**src/rtl/core/pbkf_pkg.sv**
```systemverilog
// ----------------------------------------------------------------------------
// pbkf_pkg
// Shared types, constants and helpers for the pose blend Kalman filter core.
// ----------------------------------------------------------------------------
package pbkf_pkg;

    // Field widths
    localparam int POS_W    = 32;
    localparam int COV_W    = 20;
    localparam int GAIN_W   = 17;
    localparam int DEN_W    = COV_W + 1;
    localparam int NUM_W    = COV_W + 16 + 1;
    localparam int MUL_A_W  = GAIN_W;
    localparam int MUL_B_W  = POS_W + 1;
    localparam int PROD_W   = MUL_A_W + 1 + MUL_B_W;
    localparam int WIDE_W   = PROD_W + 1;
    localparam int SHR_W    = WIDE_W - 16;

    // Divider sizing: one quotient bit per step
    localparam int DIV_STEPS = GAIN_W;
    localparam int DIV_CNT_W = $clog2(DIV_STEPS);

    // Fixed-point constants
    localparam logic [GAIN_W-1:0] ONE_Q16 = GAIN_W'(65536);
    localparam logic [COV_W-1:0]  COV_MAX = {COV_W{1'b1}};
    localparam logic [WIDE_W-1:0] ROUND_HALF = WIDE_W'(32768);

    // Register reset values
    localparam logic [COV_W-1:0]  PROCESS_NOISE_RST  = COV_W'(655);
    localparam logic [COV_W-1:0]  MEASURE_NOISE_RST  = COV_W'(3277);
    localparam logic [GAIN_W-1:0] PRIMARY_WEIGHT_RST = GAIN_W'(45875);
    localparam logic [COV_W-1:0]  COVARIANCE_RST     = COV_W'(6554);

    // Configuration register indexes
    typedef enum logic [1:0] {
        REG_PROCESS_NOISE  = 2'd0,
        REG_MEASURE_NOISE  = 2'd1,
        REG_PRIMARY_WEIGHT = 2'd2,
        REG_UNUSED         = 2'd3
    } reg_idx_t;

    // Divider status seen by the sequencer
    typedef struct packed {
        logic busy;
        logic done;
    } div_status_t;

    // Saturate a wide signed value to the signed 32-bit range.
    function automatic logic signed [POS_W-1:0] sat32(input logic signed [SHR_W-1:0] v);
        logic signed [SHR_W-1:0] hi;
        logic signed [SHR_W-1:0] lo;
        hi = SHR_W'(64'sh7FFF_FFFF);
        lo = -SHR_W'(64'sh8000_0000);
        if (v > hi) begin
            return {1'b0, {(POS_W-1){1'b1}}};
        end else if (v < lo) begin
            return {1'b1, {(POS_W-1){1'b0}}};
        end else begin
            return v[POS_W-1:0];
        end
    endfunction

endpackage

```
**src/rtl/core/pbkf_div.sv**
```systemverilog
// ----------------------------------------------------------------------------
// pbkf_div
// Restoring divider that forms the Kalman gain, one quotient bit per cycle.
// ----------------------------------------------------------------------------
module pbkf_div (
    input  logic                              aclk,
    input  logic                              aresetn,
    input  logic                              start,
    input  logic [pbkf_pkg::NUM_W-1:0]        num,
    input  logic [pbkf_pkg::DEN_W-1:0]        den,
    output logic [pbkf_pkg::GAIN_W-1:0]       quot,
    output pbkf_pkg::div_status_t             status
);

    logic [pbkf_pkg::DEN_W-1:0]     rem_reg;
    logic [pbkf_pkg::DEN_W-1:0]     rem_next;
    logic [pbkf_pkg::DEN_W-1:0]     den_reg;
    logic [pbkf_pkg::GAIN_W-1:0]    low_reg;
    logic [pbkf_pkg::GAIN_W-1:0]    quot_reg;
    logic [pbkf_pkg::DIV_CNT_W-1:0] cnt_reg;
    logic                           busy_reg;
    logic                           done_reg;
    logic [pbkf_pkg::DEN_W:0]       trial;
    logic [pbkf_pkg::DEN_W:0]       diff;
    logic                           fits;

    // One restoring step: shift in the next numerator bit, subtract if it fits.
    always_comb begin
        trial    = {rem_reg, low_reg[pbkf_pkg::GAIN_W-1]};
        diff     = trial - {1'b0, den_reg};
        fits     = (trial >= {1'b0, den_reg});
        rem_next = fits ? diff[pbkf_pkg::DEN_W-1:0] : trial[pbkf_pkg::DEN_W-1:0];
    end

    // Step sequencing
    always_ff @(posedge aclk) begin
        if (!aresetn) begin
            busy_reg <= 1'b0;
            done_reg <= 1'b0;
            cnt_reg  <= '0;
        end else begin
            done_reg <= 1'b0;
            if (start) begin
                busy_reg <= 1'b1;
                cnt_reg  <= pbkf_pkg::DIV_CNT_W'(pbkf_pkg::DIV_STEPS - 1);
                rem_reg  <= {1'b0, num[pbkf_pkg::NUM_W-1:pbkf_pkg::GAIN_W]};
                low_reg  <= num[pbkf_pkg::GAIN_W-1:0];
                den_reg  <= den;
            end else if (busy_reg) begin
                rem_reg  <= rem_next;
                low_reg  <= {low_reg[pbkf_pkg::GAIN_W-2:0], 1'b0};
                quot_reg <= {quot_reg[pbkf_pkg::GAIN_W-2:0], fits};
                cnt_reg  <= cnt_reg - pbkf_pkg::DIV_CNT_W'(1);
                if (cnt_reg == '0) begin
                    busy_reg <= 1'b0;
                    done_reg <= 1'b1;
                end
            end
        end
    end

    assign quot        = quot_reg;
    assign status.busy = busy_reg;
    assign status.done = done_reg;

endmodule

```
**src/rtl/core/pbkf_mul.sv**
```systemverilog
// ----------------------------------------------------------------------------
// pbkf_mul
// Shared registered multiplier: unsigned 17-bit times signed 33-bit.
// ----------------------------------------------------------------------------
module pbkf_mul (
    input  logic                                aclk,
    input  logic        [pbkf_pkg::MUL_A_W-1:0] op_a,
    input  logic signed [pbkf_pkg::MUL_B_W-1:0] op_b,
    output logic signed [pbkf_pkg::PROD_W-1:0]  prod
);

    logic signed [pbkf_pkg::PROD_W-1:0] prod_reg;
    logic signed [pbkf_pkg::MUL_A_W:0]  a_ext;

    assign a_ext = signed'({1'b0, op_a});

    // The product is registered before any use.
    always_ff @(posedge aclk) begin
        prod_reg <= pbkf_pkg::PROD_W'(a_ext) * pbkf_pkg::PROD_W'(op_b);
    end

    assign prod = prod_reg;

endmodule

```
**src/rtl/core/pose_blend_kalman_filter_core.sv**
```systemverilog
// ----------------------------------------------------------------------------
// pose_blend_kalman_filter_core
// Blends two localizer positions and runs a two-axis random-walk Kalman filter.
// ----------------------------------------------------------------------------
// An item whose both_valid flag is clear is taken and yields no result. Any
// other item passes from acceptance through these steps in order: predicting
// the variance and starting the divider, the bit-serial gain divider (17
// quotient bits, then taking the gain), the shared multiplier for the two
// blends, the two estimate corrections and the variance update, and loading
// the output register, which waits until that register is free. The block
// accepts a new item as soon as that work is done, even while the last result
// still waits in the output register.
// Results saturate to the signed 32-bit range; the configuration registers sit
// at byte addresses 0, 4 and 8.
// ----------------------------------------------------------------------------
module pose_blend_kalman_filter_core (
    input  logic               aclk,
    input  logic               aresetn,
    // Input channel
    input  logic               s_valid,
    output logic               s_ready,
    input  logic               s_both_valid,
    input  logic signed [31:0] s_primary_x,
    input  logic signed [31:0] s_primary_y,
    input  logic signed [31:0] s_secondary_x,
    input  logic signed [31:0] s_secondary_y,
    // Result channel
    output logic               m_valid,
    input  logic               m_ready,
    output logic signed [31:0] m_fused_x,
    output logic signed [31:0] m_fused_y,
    // Configuration port
    input  logic               psel,
    input  logic               penable,
    input  logic               pwrite,
    input  logic [3:0]         paddr,
    input  logic [31:0]        pwdata,
    output logic [31:0]        prdata,
    output logic               pready
);

    localparam int POS_W  = pbkf_pkg::POS_W;
    localparam int COV_W  = pbkf_pkg::COV_W;
    localparam int GAIN_W = pbkf_pkg::GAIN_W;
    localparam int DEN_W  = pbkf_pkg::DEN_W;
    localparam int WIDE_W = pbkf_pkg::WIDE_W;
    localparam int SHR_W  = pbkf_pkg::SHR_W;
    localparam int B_W    = pbkf_pkg::MUL_B_W;

    typedef enum logic [3:0] {
        S_IDLE,
        S_PRED,
        S_DSTART,
        S_DIV,
        S_BX,
        S_BY,
        S_CX,
        S_CY,
        S_CV,
        S_CF,
        S_OUT
    } state_t;

    state_t                      state_reg;
    logic [COV_W-1:0]            pn_reg;
    logic [COV_W-1:0]            mn_reg;
    logic [GAIN_W-1:0]           pw_reg;
    logic [COV_W-1:0]            cov_reg;
    logic [COV_W-1:0]            pp_reg;
    logic [COV_W-1:0]            pp_next;
    logic [DEN_W-1:0]            den_reg;
    logic [DEN_W-1:0]            den_next;
    logic [GAIN_W-1:0]           k_reg;
    logic signed [POS_W-1:0]     px_reg;
    logic signed [POS_W-1:0]     py_reg;
    logic signed [POS_W-1:0]     sx_reg;
    logic signed [POS_W-1:0]     sy_reg;
    logic signed [POS_W-1:0]     zx_reg;
    logic signed [POS_W-1:0]     zy_reg;
    logic signed [POS_W-1:0]     ex_reg;
    logic signed [POS_W-1:0]     ey_reg;
    logic signed [POS_W-1:0]     fx_reg;
    logic signed [POS_W-1:0]     fy_reg;
    logic                        m_valid_reg;

    logic [COV_W:0]              pp_sum;
    logic [pbkf_pkg::NUM_W-1:0]  div_num;
    logic                        div_start;
    logic [GAIN_W-1:0]           div_quot;
    pbkf_pkg::div_status_t       div_st;
    logic [GAIN_W-1:0]           weight;
    logic [GAIN_W-1:0]           mul_a;
    logic signed [B_W-1:0]       mul_b;
    logic signed [pbkf_pkg::PROD_W-1:0] mul_prod;
    logic signed [WIDE_W-1:0]    prod_ext;
    logic signed [WIDE_W-1:0]    rnd_sum;
    logic signed [WIDE_W-1:0]    sx_scaled;
    logic signed [WIDE_W-1:0]    sy_scaled;
    logic signed [WIDE_W-1:0]    blend_x_sum;
    logic signed [WIDE_W-1:0]    blend_y_sum;
    logic signed [SHR_W-1:0]     corr_step;
    logic signed [SHR_W-1:0]     ex_sum;
    logic signed [SHR_W-1:0]     ey_sum;
    logic                        cfg_write;
    pbkf_pkg::reg_idx_t          cfg_idx;

    // Configuration port decode
    assign pready    = 1'b1;
    assign cfg_write = psel && penable && pwrite;
    assign cfg_idx   = pbkf_pkg::reg_idx_t'(paddr[3:2]);

    always_comb begin
        unique case (cfg_idx)
            pbkf_pkg::REG_PROCESS_NOISE:  prdata = {12'd0, pn_reg};
            pbkf_pkg::REG_MEASURE_NOISE:  prdata = {12'd0, mn_reg};
            pbkf_pkg::REG_PRIMARY_WEIGHT: prdata = {15'd0, pw_reg};
            default:                      prdata = '0;
        endcase
    end

    always_ff @(posedge aclk) begin
        if (!aresetn) begin
            pn_reg <= pbkf_pkg::PROCESS_NOISE_RST;
            mn_reg <= pbkf_pkg::MEASURE_NOISE_RST;
            pw_reg <= pbkf_pkg::PRIMARY_WEIGHT_RST;
        end else if (cfg_write) begin
            unique case (cfg_idx)
                pbkf_pkg::REG_PROCESS_NOISE:  pn_reg <= pwdata[COV_W-1:0];
                pbkf_pkg::REG_MEASURE_NOISE:  mn_reg <= pwdata[COV_W-1:0];
                pbkf_pkg::REG_PRIMARY_WEIGHT: pw_reg <= pwdata[GAIN_W-1:0];
                default: ;
            endcase
        end
    end

    // Variance prediction, saturated, and the gain denominator
    always_comb begin
        pp_sum   = {1'b0, cov_reg} + {1'b0, pn_reg};
        pp_next  = pp_sum[COV_W] ? pbkf_pkg::COV_MAX : pp_sum[COV_W-1:0];
        den_next = {1'b0, pp_next} + {1'b0, mn_reg};
        div_num  = {1'b0, pp_reg, 16'd0} + {17'd0, den_reg[DEN_W-1:1]};
    end

    assign div_start = (state_reg == S_DSTART);

    pbkf_div u_div (
        .aclk    (aclk),
        .aresetn (aresetn),
        .start   (div_start),
        .num     (div_num),
        .den     (den_reg),
        .quot    (div_quot),
        .status  (div_st)
    );

    // Operand selection for the shared multiplier
    assign weight = (pw_reg > pbkf_pkg::ONE_Q16) ? pbkf_pkg::ONE_Q16 : pw_reg;

    always_comb begin
        mul_a = '0;
        mul_b = '0;
        unique case (state_reg)
            S_BX: begin
                mul_a = weight;
                mul_b = {px_reg[POS_W-1], px_reg} - {sx_reg[POS_W-1], sx_reg};
            end
            S_BY: begin
                mul_a = weight;
                mul_b = {py_reg[POS_W-1], py_reg} - {sy_reg[POS_W-1], sy_reg};
            end
            S_CX: begin
                mul_a = k_reg;
                mul_b = {zx_reg[POS_W-1], zx_reg} - {ex_reg[POS_W-1], ex_reg};
            end
            S_CY: begin
                mul_a = k_reg;
                mul_b = {zy_reg[POS_W-1], zy_reg} - {ey_reg[POS_W-1], ey_reg};
            end
            S_CV: begin
                mul_a = pbkf_pkg::ONE_Q16 - k_reg;
                mul_b = signed'({(B_W-COV_W)'(0), pp_reg});
            end
            default: ;
        endcase
    end

    pbkf_mul u_mul (
        .aclk (aclk),
        .op_a (mul_a),
        .op_b (mul_b),
        .prod (mul_prod)
    );

    // Post-processing of the registered product
    always_comb begin
        prod_ext    = {mul_prod[pbkf_pkg::PROD_W-1], mul_prod};
        rnd_sum     = prod_ext + signed'(pbkf_pkg::ROUND_HALF);
        sx_scaled   = {{(WIDE_W-POS_W-16){sx_reg[POS_W-1]}}, sx_reg, 16'd0};
        sy_scaled   = {{(WIDE_W-POS_W-16){sy_reg[POS_W-1]}}, sy_reg, 16'd0};
        blend_x_sum = sx_scaled + rnd_sum;
        blend_y_sum = sy_scaled + rnd_sum;
        corr_step   = rnd_sum[WIDE_W-1:16];
        ex_sum      = {{(SHR_W-POS_W){ex_reg[POS_W-1]}}, ex_reg} + corr_step;
        ey_sum      = {{(SHR_W-POS_W){ey_reg[POS_W-1]}}, ey_reg} + corr_step;
    end

    // Sequencer with filter state and output register
    always_ff @(posedge aclk) begin
        if (!aresetn) begin
            state_reg   <= S_IDLE;
            m_valid_reg <= 1'b0;
            cov_reg     <= pbkf_pkg::COVARIANCE_RST;
            ex_reg      <= '0;
            ey_reg      <= '0;
        end else begin
            // A taken result clears the output unless a new one is loaded now.
            if (m_valid_reg && m_ready && (state_reg != S_OUT)) begin
                m_valid_reg <= 1'b0;
            end
            unique case (state_reg)
                S_IDLE: begin
                    if (s_valid) begin
                        px_reg <= s_primary_x;
                        py_reg <= s_primary_y;
                        sx_reg <= s_secondary_x;
                        sy_reg <= s_secondary_y;
                        if (s_both_valid) begin
                            state_reg <= S_PRED;
                        end
                    end
                end
                S_PRED: begin
                    pp_reg    <= pp_next;
                    den_reg   <= den_next;
                    state_reg <= S_DSTART;
                end
                S_DSTART: begin
                    state_reg <= S_DIV;
                end
                S_DIV: begin
                    if (div_st.done) begin
                        k_reg     <= (den_reg == '0) ? '0 : div_quot;
                        state_reg <= S_BX;
                    end
                end
                S_BX: begin
                    state_reg <= S_BY;
                end
                S_BY: begin
                    zx_reg    <= pbkf_pkg::sat32(blend_x_sum[WIDE_W-1:16]);
                    state_reg <= S_CX;
                end
                S_CX: begin
                    zy_reg    <= pbkf_pkg::sat32(blend_y_sum[WIDE_W-1:16]);
                    state_reg <= S_CY;
                end
                S_CY: begin
                    ex_reg    <= pbkf_pkg::sat32(ex_sum);
                    state_reg <= S_CV;
                end
                S_CV: begin
                    ey_reg    <= pbkf_pkg::sat32(ey_sum);
                    state_reg <= S_CF;
                end
                S_CF: begin
                    cov_reg   <= rnd_sum[COV_W+15:16];
                    state_reg <= S_OUT;
                end
                S_OUT: begin
                    // Wait until the output register is free.
                    if (!m_valid_reg || m_ready) begin
                        fx_reg      <= ex_reg;
                        fy_reg      <= ey_reg;
                        m_valid_reg <= 1'b1;
                        state_reg   <= S_IDLE;
                    end
                end
                default: begin
                    state_reg <= S_IDLE;
                end
            endcase
        end
    end

    assign s_ready   = (state_reg == S_IDLE);
    assign m_valid   = m_valid_reg;
    assign m_fused_x = fx_reg;
    assign m_fused_y = fy_reg;

`ifndef SYNTHESIS
    // The divider finishes only while the sequencer waits for it.
    assert property (@(posedge aclk) disable iff (!aresetn)
        div_st.done |-> (state_reg == S_DIV))
        else $error("gain divider finished outside its wait state");

    // No item is taken while the divider is working.
    assert property (@(posedge aclk) disable iff (!aresetn)
        div_st.busy |-> !s_ready)
        else $error("input ready while gain division is running");

    // The gain never exceeds one.
    assert property (@(posedge aclk) disable iff (!aresetn)
        (state_reg == S_CX || state_reg == S_CY || state_reg == S_CV)
            |-> (k_reg <= pbkf_pkg::ONE_Q16))
        else $error("Kalman gain above one");

    // A newly offered result carries the current estimates.
    assert property (@(posedge aclk) disable iff (!aresetn)
        $rose(m_valid_reg) |-> (fx_reg == ex_reg && fy_reg == ey_reg))
        else $error("offered result differs from the filter estimates");
`endif

endmodule
```
**config.mk**
```make
export PLATFORM = sky130hd
export DESIGN_NAME = pose_blend_kalman_filter_core
export DESIGN_NICKNAME = d
export VERILOG_FILES = /design/src/rtl/core/pbkf_pkg.sv /design/src/rtl/core/pbkf_div.sv /design/src/rtl/core/pbkf_mul.sv /design/src/rtl/core/pose_blend_kalman_filter_core.sv
export SDC_FILE = /design/constraint.sdc
export NUM_CORES = 2
export LEC_CHECK = 0
export ABC_AREA = 1
export BUFFER_PORTS_ARGS = -buffer_cell sky130_fd_sc_hd__buf_2
export CAP_MARGIN = 20
export CORE_ASPECT_RATIO = 1.1
export CORE_MARGIN = 2
export CORE_UTILIZATION = 30
export CTS_CLUSTER_SIZE = 10
export DETAILED_ROUTE_END_ITERATION = 10
export MAX_ROUTING_LAYER = met4
export SYNTH_ARGS = -nofsm -noshare
export SYNTH_HDL_FRONTEND = slang
export SYNTH_SLANG_ARGS = --single-unit
```
**constraint.sdc**
```tcl
create_clock -name aclk -period 10.3 [get_ports aclk]
set_input_delay 1.545 -clock aclk [delete_from_list [all_inputs] [get_ports aclk]]
set_output_delay 1.545 -clock aclk [all_outputs]
set_load 0.02 [all_outputs]
```
==> flow_summary.html <==
<table>
<tr><th>Metric</th><th>Value</th></tr>
<tr><th colspan="2">Floorplan</th></tr>
<tr><td>Core region area</td><td>approximately 210000 sq um</td></tr>
<tr><td>Die X-Extent</td><td>438 um</td></tr>
<tr><td>Placement Rows</td><td>175</td></tr>
<tr><td>Total I/O pin count</td><td>about 270</td></tr>
<tr><td>Die outline area</td><td>between 200000 and 250000 sq um</td></tr>
<tr><td>Die Y</td><td>481 um</td></tr>
<tr><td>Starting density of the core</td><td>30.1%</td></tr>
<tr><th colspan="2">STA</th></tr>
<tr><td>Upper clock frequency limit</td><td>about 110 MHz</td></tr>
<tr><td>Setup TNS</td><td>0 ps</td></tr>
<tr><td>Worst slack on hold paths</td><td>between 400 and 500 ps</td></tr>
<tr><td>Setup Viol. Count Final</td><td>0</td></tr>
<tr><td>Final min period</td><td>9210 ps</td></tr>
<tr><td>Final slew viol count</td><td>0</td></tr>
<tr><td>Final critical-path share of the clock period</td><td>89.4%</td></tr>
<tr><td>Fin Clk Skew</td><td>35.4 ps</td></tr>
<tr><td>Transition time at the pin with the least slew margin</td><td>1260 ps</td></tr>
<tr><td>Hold violation total from the final report</td><td>0</td></tr>
<tr><td>Unrepaired setup endpoints after global routing</td><td>no</td></tr>
<tr><td>Worst slew margin relative to its limit</td><td>between 10% and 20%</td></tr>
<tr><th colspan="2">Layout</th></tr>
<tr><td>Net count reported at finish</td><td>9640</td></tr>
<tr><td>Number of filler cells placed in the layout</td><td>21900</td></tr>
<tr><td>Fraction of final layout cells sized beyond drive strength 1</td><td>6.46%</td></tr>
<tr><td>Flip-flop count of the largest register after layout</td><td>36</td></tr>
<tr><td>Layout overhead on the synthesized area</td><td>11.3%</td></tr>
<tr><th colspan="2">CTS</th></tr>
<tr><td>TritonCTS sink count</td><td>roughly 580</td></tr>
<tr><td>Clock latency on the worst-skew pair</td><td>700 ps</td></tr>
<tr><td>Clock Tree Root</td><td>sky130_fd_sc_hd__clkbuf_16</td></tr>
<tr><td>Maximum buffer depth of the clock tree</td><td>3</td></tr>
<tr><td>Cts hold-fix bufs</td><td>0</td></tr>
<tr><td>Number of setup buffers added after CTS</td><td>0</td></tr>
<tr><td>Num CTS Buffers</td><td>73</td></tr>
<tr><td>Post-cts sizing count</td><td>0</td></tr>
<tr><td>Clock slew at reported path FFs</td><td>60 ps</td></tr>
<tr><td>Maximum level of the CTS H-tree</td><td>3</td></tr>
<tr><td>CTS tree</td><td>built</td></tr>
<tr><th colspan="2">Min path</th></tr>
<tr><td>Worst min-delay path class</td><td>flip-flop to flip-flop</td></tr>
<tr><td>Hold_sp</td><td>u_div.quot[3]</td></tr>
<tr><th colspan="2">Critical path</th></tr>
<tr><td>FF-to-FF Start</td><td>ex_reg[0]</td></tr>
<tr><td>Largest fanout on the critical path</td><td>10</td></tr>
<tr><td>Crit path kind</td><td>flip-flop to flip-flop</td></tr>
<tr><td>Internal reg-to-reg setup slack</td><td>between 1000 and 1500 ps</td></tr>
<tr><td>Delay of the slowest cell on the worst path</td><td>790 ps</td></tr>
<tr><td>CP endpoint kind</td><td>flip-flop</td></tr>
<tr><td>Startpoint kind of the worst setup timing path</td><td>flip-flop</td></tr>
<tr><td>Worst Path Arrival</td><td>9820 ps</td></tr>
<tr><td>Most frequent cell on the critical path</td><td>sky130_fd_sc_hd__nand2_1</td></tr>
<tr><td>Start point of the critical path</td><td>ex_reg[0]</td></tr>
<tr><td>Required time worst endpoint</td><td>10920 ps</td></tr>
<tr><td>Slowest CP cell</td><td>sky130_fd_sc_hd__nor2_2</td></tr>
<tr><th colspan="2">Synth</th></tr>
<tr><td>Post-synthesis sequential area ratio</td><td>24.9%</td></tr>
<tr><td>Post-synthesis area per instance</td><td>7.55 sq um</td></tr>
<tr><td>Warnings from Yosys</td><td>0</td></tr>
<tr><td>Number of cells produced by synthesis</td><td>around 8200</td></tr>
<tr><td>Most frequently used flop master after synthesis</td><td>sky130_fd_sc_hd__edfxtp_1</td></tr>
<tr><td>Cell types with the largest area share after synthesis</td><td>sky130_fd_sc_hd__edfxtp_1, sky130_fd_sc_hd__fa_1, sky130_fd_sc_hd__nand2_1, sky130_fd_sc_hd__ha_1, sky130_fd_sc_hd__inv_1</td></tr>
<tr><td>Fraction of synthesis flops using an asynchronous set or reset pin</td><td>0%</td></tr>
<tr><td>EDFF count, synth</td><td>390</td></tr>
<tr><td>Area fraction of the dominant cell type after synthesis</td><td>18.8%</td></tr>
<tr><td>Total standard cell area after synthesis</td><td>62100 sq um</td></tr>
<tr><td>Cell type with the largest total area after synthesis</td><td>sky130_fd_sc_hd__edfxtp_1</td></tr>
<tr><td>Number of different library cells in the post-synthesis netlist</td><td>68</td></tr>
<tr><td>Synthesized flop and latch total</td><td>579</td></tr>
<tr><th colspan="2">Placement</th></tr>
<tr><td>GPL Wtd Cong</td><td>1.03</td></tr>
<tr><td>Total of buffers placed on input and output ports</td><td>243</td></tr>
<tr><td>Hpwl dp</td><td>204 mm</td></tr>
<tr><th colspan="2">Drt</th></tr>
<tr><td>Final routed DRC violation total</td><td>0</td></tr>
<tr><td>Remaining number of nets flagged by the antenna check after routing</td><td>0</td></tr>
<tr><td>Vias per std cell</td><td>between 5 and 6</td></tr>
<tr><td>Routed vias</td><td>approximately 57000</td></tr>
<tr><td>Detailed-route wire length per cell</td><td>21.8 um</td></tr>
<tr><td>Drt total wl</td><td>246 mm</td></tr>
<tr><td>Number of DRC markers after the initial detailed-route iteration</td><td>4983</td></tr>
<tr><td>Number of search-and-repair iterations in the first detailed-routing pass</td><td>8</td></tr>
<tr><th colspan="2">Power and ir drop</th></tr>
<tr><td>Power density normalized to cell area</td><td>a little over 90 nW/um^2</td></tr>
<tr><td>Maximum VDD drop</td><td>about 0.11 mV</td></tr>
<tr><td>Standby leakage power</td><td>~32 nW</td></tr>
<tr><th colspan="2">Global routing</th></tr>
<tr><td>Global-route congestion overflow total</td><td>0</td></tr>
<tr><td>Largest net degree at the start of global routing</td><td>77</td></tr>
<tr><td>Number of antenna violations at the first check in global routing</td><td>11</td></tr>
<tr><td>First-pass GRT wire length</td><td>360 mm</td></tr>
<tr><td>Tot GR Track Use</td><td>23.6%</td></tr>
<tr><td>Number of global-route vias before repair</td><td>roughly 57000</td></tr>
<tr><th colspan="2">Run</th></tr>
<tr><td>Maximum Capacitance Violations</td><td>0</td></tr>
<tr><th colspan="2">Run status</th></tr>
<tr><td>Status</td><td>finished, final reports clean</td></tr>
</table>
synth_stat cells (20+ instances only):
cell                       number
sky130_fd_sc_hd__o211ai_1      32
sky130_fd_sc_hd__a21o_1        36
sky130_fd_sc_hd__inv_1       1418
sky130_fd_sc_hd__nor4_1        34
sky130_fd_sc_hd__xor2_1       150
sky130_fd_sc_hd__buf_4         34
sky130_fd_sc_hd__dfxtp_1      189
sky130_fd_sc_hd__inv_2         20
sky130_fd_sc_hd__xnor2_1       91
sky130_fd_sc_hd__a31oi_1       47
sky130_fd_sc_hd__nand4_1       77
sky130_fd_sc_hd__nor2_1       886
sky130_fd_sc_hd__ha_1         454
sky130_fd_sc_hd__o21bai_1      52
sky130_fd_sc_hd__a21oi_1      598
sky130_fd_sc_hd__o21a_1        25
sky130_fd_sc_hd__nand3_1      355
sky130_fd_sc_hd__clkbuf_1      79
sky130_fd_sc_hd__edfxtp_1     390
sky130_fd_sc_hd__nor3_1        89
sky130_fd_sc_hd__buf_2         52
sky130_fd_sc_hd__fa_1         546
sky130_fd_sc_hd__or2_2         21
sky130_fd_sc_hd__o21ai_0      450
sky130_fd_sc_hd__nand2_1     1903
placed cells by master (no fill, tap or decap), types with 77 or more instances in the layout:
cell type                     n
sky130_fd_sc_hd__a21oi_1    597
sky130_fd_sc_hd__buf_2      242
sky130_fd_sc_hd__buf_4       77
sky130_fd_sc_hd__dfxtp_1    189
sky130_fd_sc_hd__edfxtp_1   390
sky130_fd_sc_hd__fa_1       546
sky130_fd_sc_hd__ha_1       454
sky130_fd_sc_hd__inv_1     1418
sky130_fd_sc_hd__nand2_1   1903
sky130_fd_sc_hd__nand3_1    355
sky130_fd_sc_hd__nand4_1     77
sky130_fd_sc_hd__nor2_1     878
sky130_fd_sc_hd__nor3_1      86
sky130_fd_sc_hd__o21ai_0    448
sky130_fd_sc_hd__xnor2_1     89
sky130_fd_sc_hd__xor2_1     148
critical path, delay by kind of cell (launching register included):
family / cells / cell delay, ps
AO/OA/AOI/OAI: 2 / 750
XOR/XNOR: 1 / 140
buffers and inverters: 4 / 290
AND/OR/NAND/NOR: 19 / 3380
adder cells (fa/ha/maj): 9 / 4070
flip-flops: 1 / 460
path summary, 6_finish.rpt:
path	to	depth (start not counted)
setup / recovery	u_mul.prod[38]	35
hold / removal	u_div.quot[4]	0
setup reg to reg	u_mul.prod[38]	35
hold reg to reg	u_div.quot[4]	0
cell type report:
cell class | instances | area (sq um) | share of cell area (%)
Antenna cell | 11 | 27.5 | 0.0398
Clock buffer | 110 | 2010 | 2.90
Clock inverter | 16 | 357 | 0.516
Inverter | 1442 | 5410 | 7.83
Multi-Input combinational cell | 6046 | 40500 | 58.5
Sequential cell | 579 | 15500 | 22.4
Tap cell | 2743 | 3430 | 4.96
Timing Repair Buffer | 326 | 1960 | 2.83
per-stage QoR:
stage               util, %  instances  power (W)  worst slack [ps]  instance area [sq um]
floorplan                 -       8243    0.00338              1570                  62200
global placement       32.3      11100    0.00378              1270                  66600
detailed placement     32.3      11100    0.00379              1290                  66600
CTS                    33.4      11300    0.00636              1270                  69000
global route           33.5      11300    0.00657               637                  69100
finish                 33.5      11300    0.00634              1090                  69200
layer usage:
metal	global-route usage, %	wire length [um]	vias up
met5	-	0	-
met4	13.1	15600	0
met3	3.23	15000	427
met2	38.5	115000	2011
met1	28.2	100000	27400
li1	-	-	26900
logic make-up (layout without fill, tap and decap cells):
group	count (synthesis)	count (layout)	synth area share (%)
flip-flops	579	579	24.9
other	2	24	0.0121
buffers and inverters	1618	1894	10.2
AND/OR/NAND/NOR	3448	3448	22.8
XOR/XNOR	242	242	3.42
adder cells (fa/ha/maj)	1000	1000	26.7
AO/OA/AOI/OAI	1343	1343	11.9
power breakdown:
| group | internal [W] | switching (W) | total [W] |
|---|---|---|---|
| combinational | 0.000312 | 0.000747 | 0.00106 |
| clock | 0.00149 | 0.00108 | 0.00256 |
| sequential | 0.00261 | 0.000106 | 0.00271 |
Power figures use the tool's default switching activity.
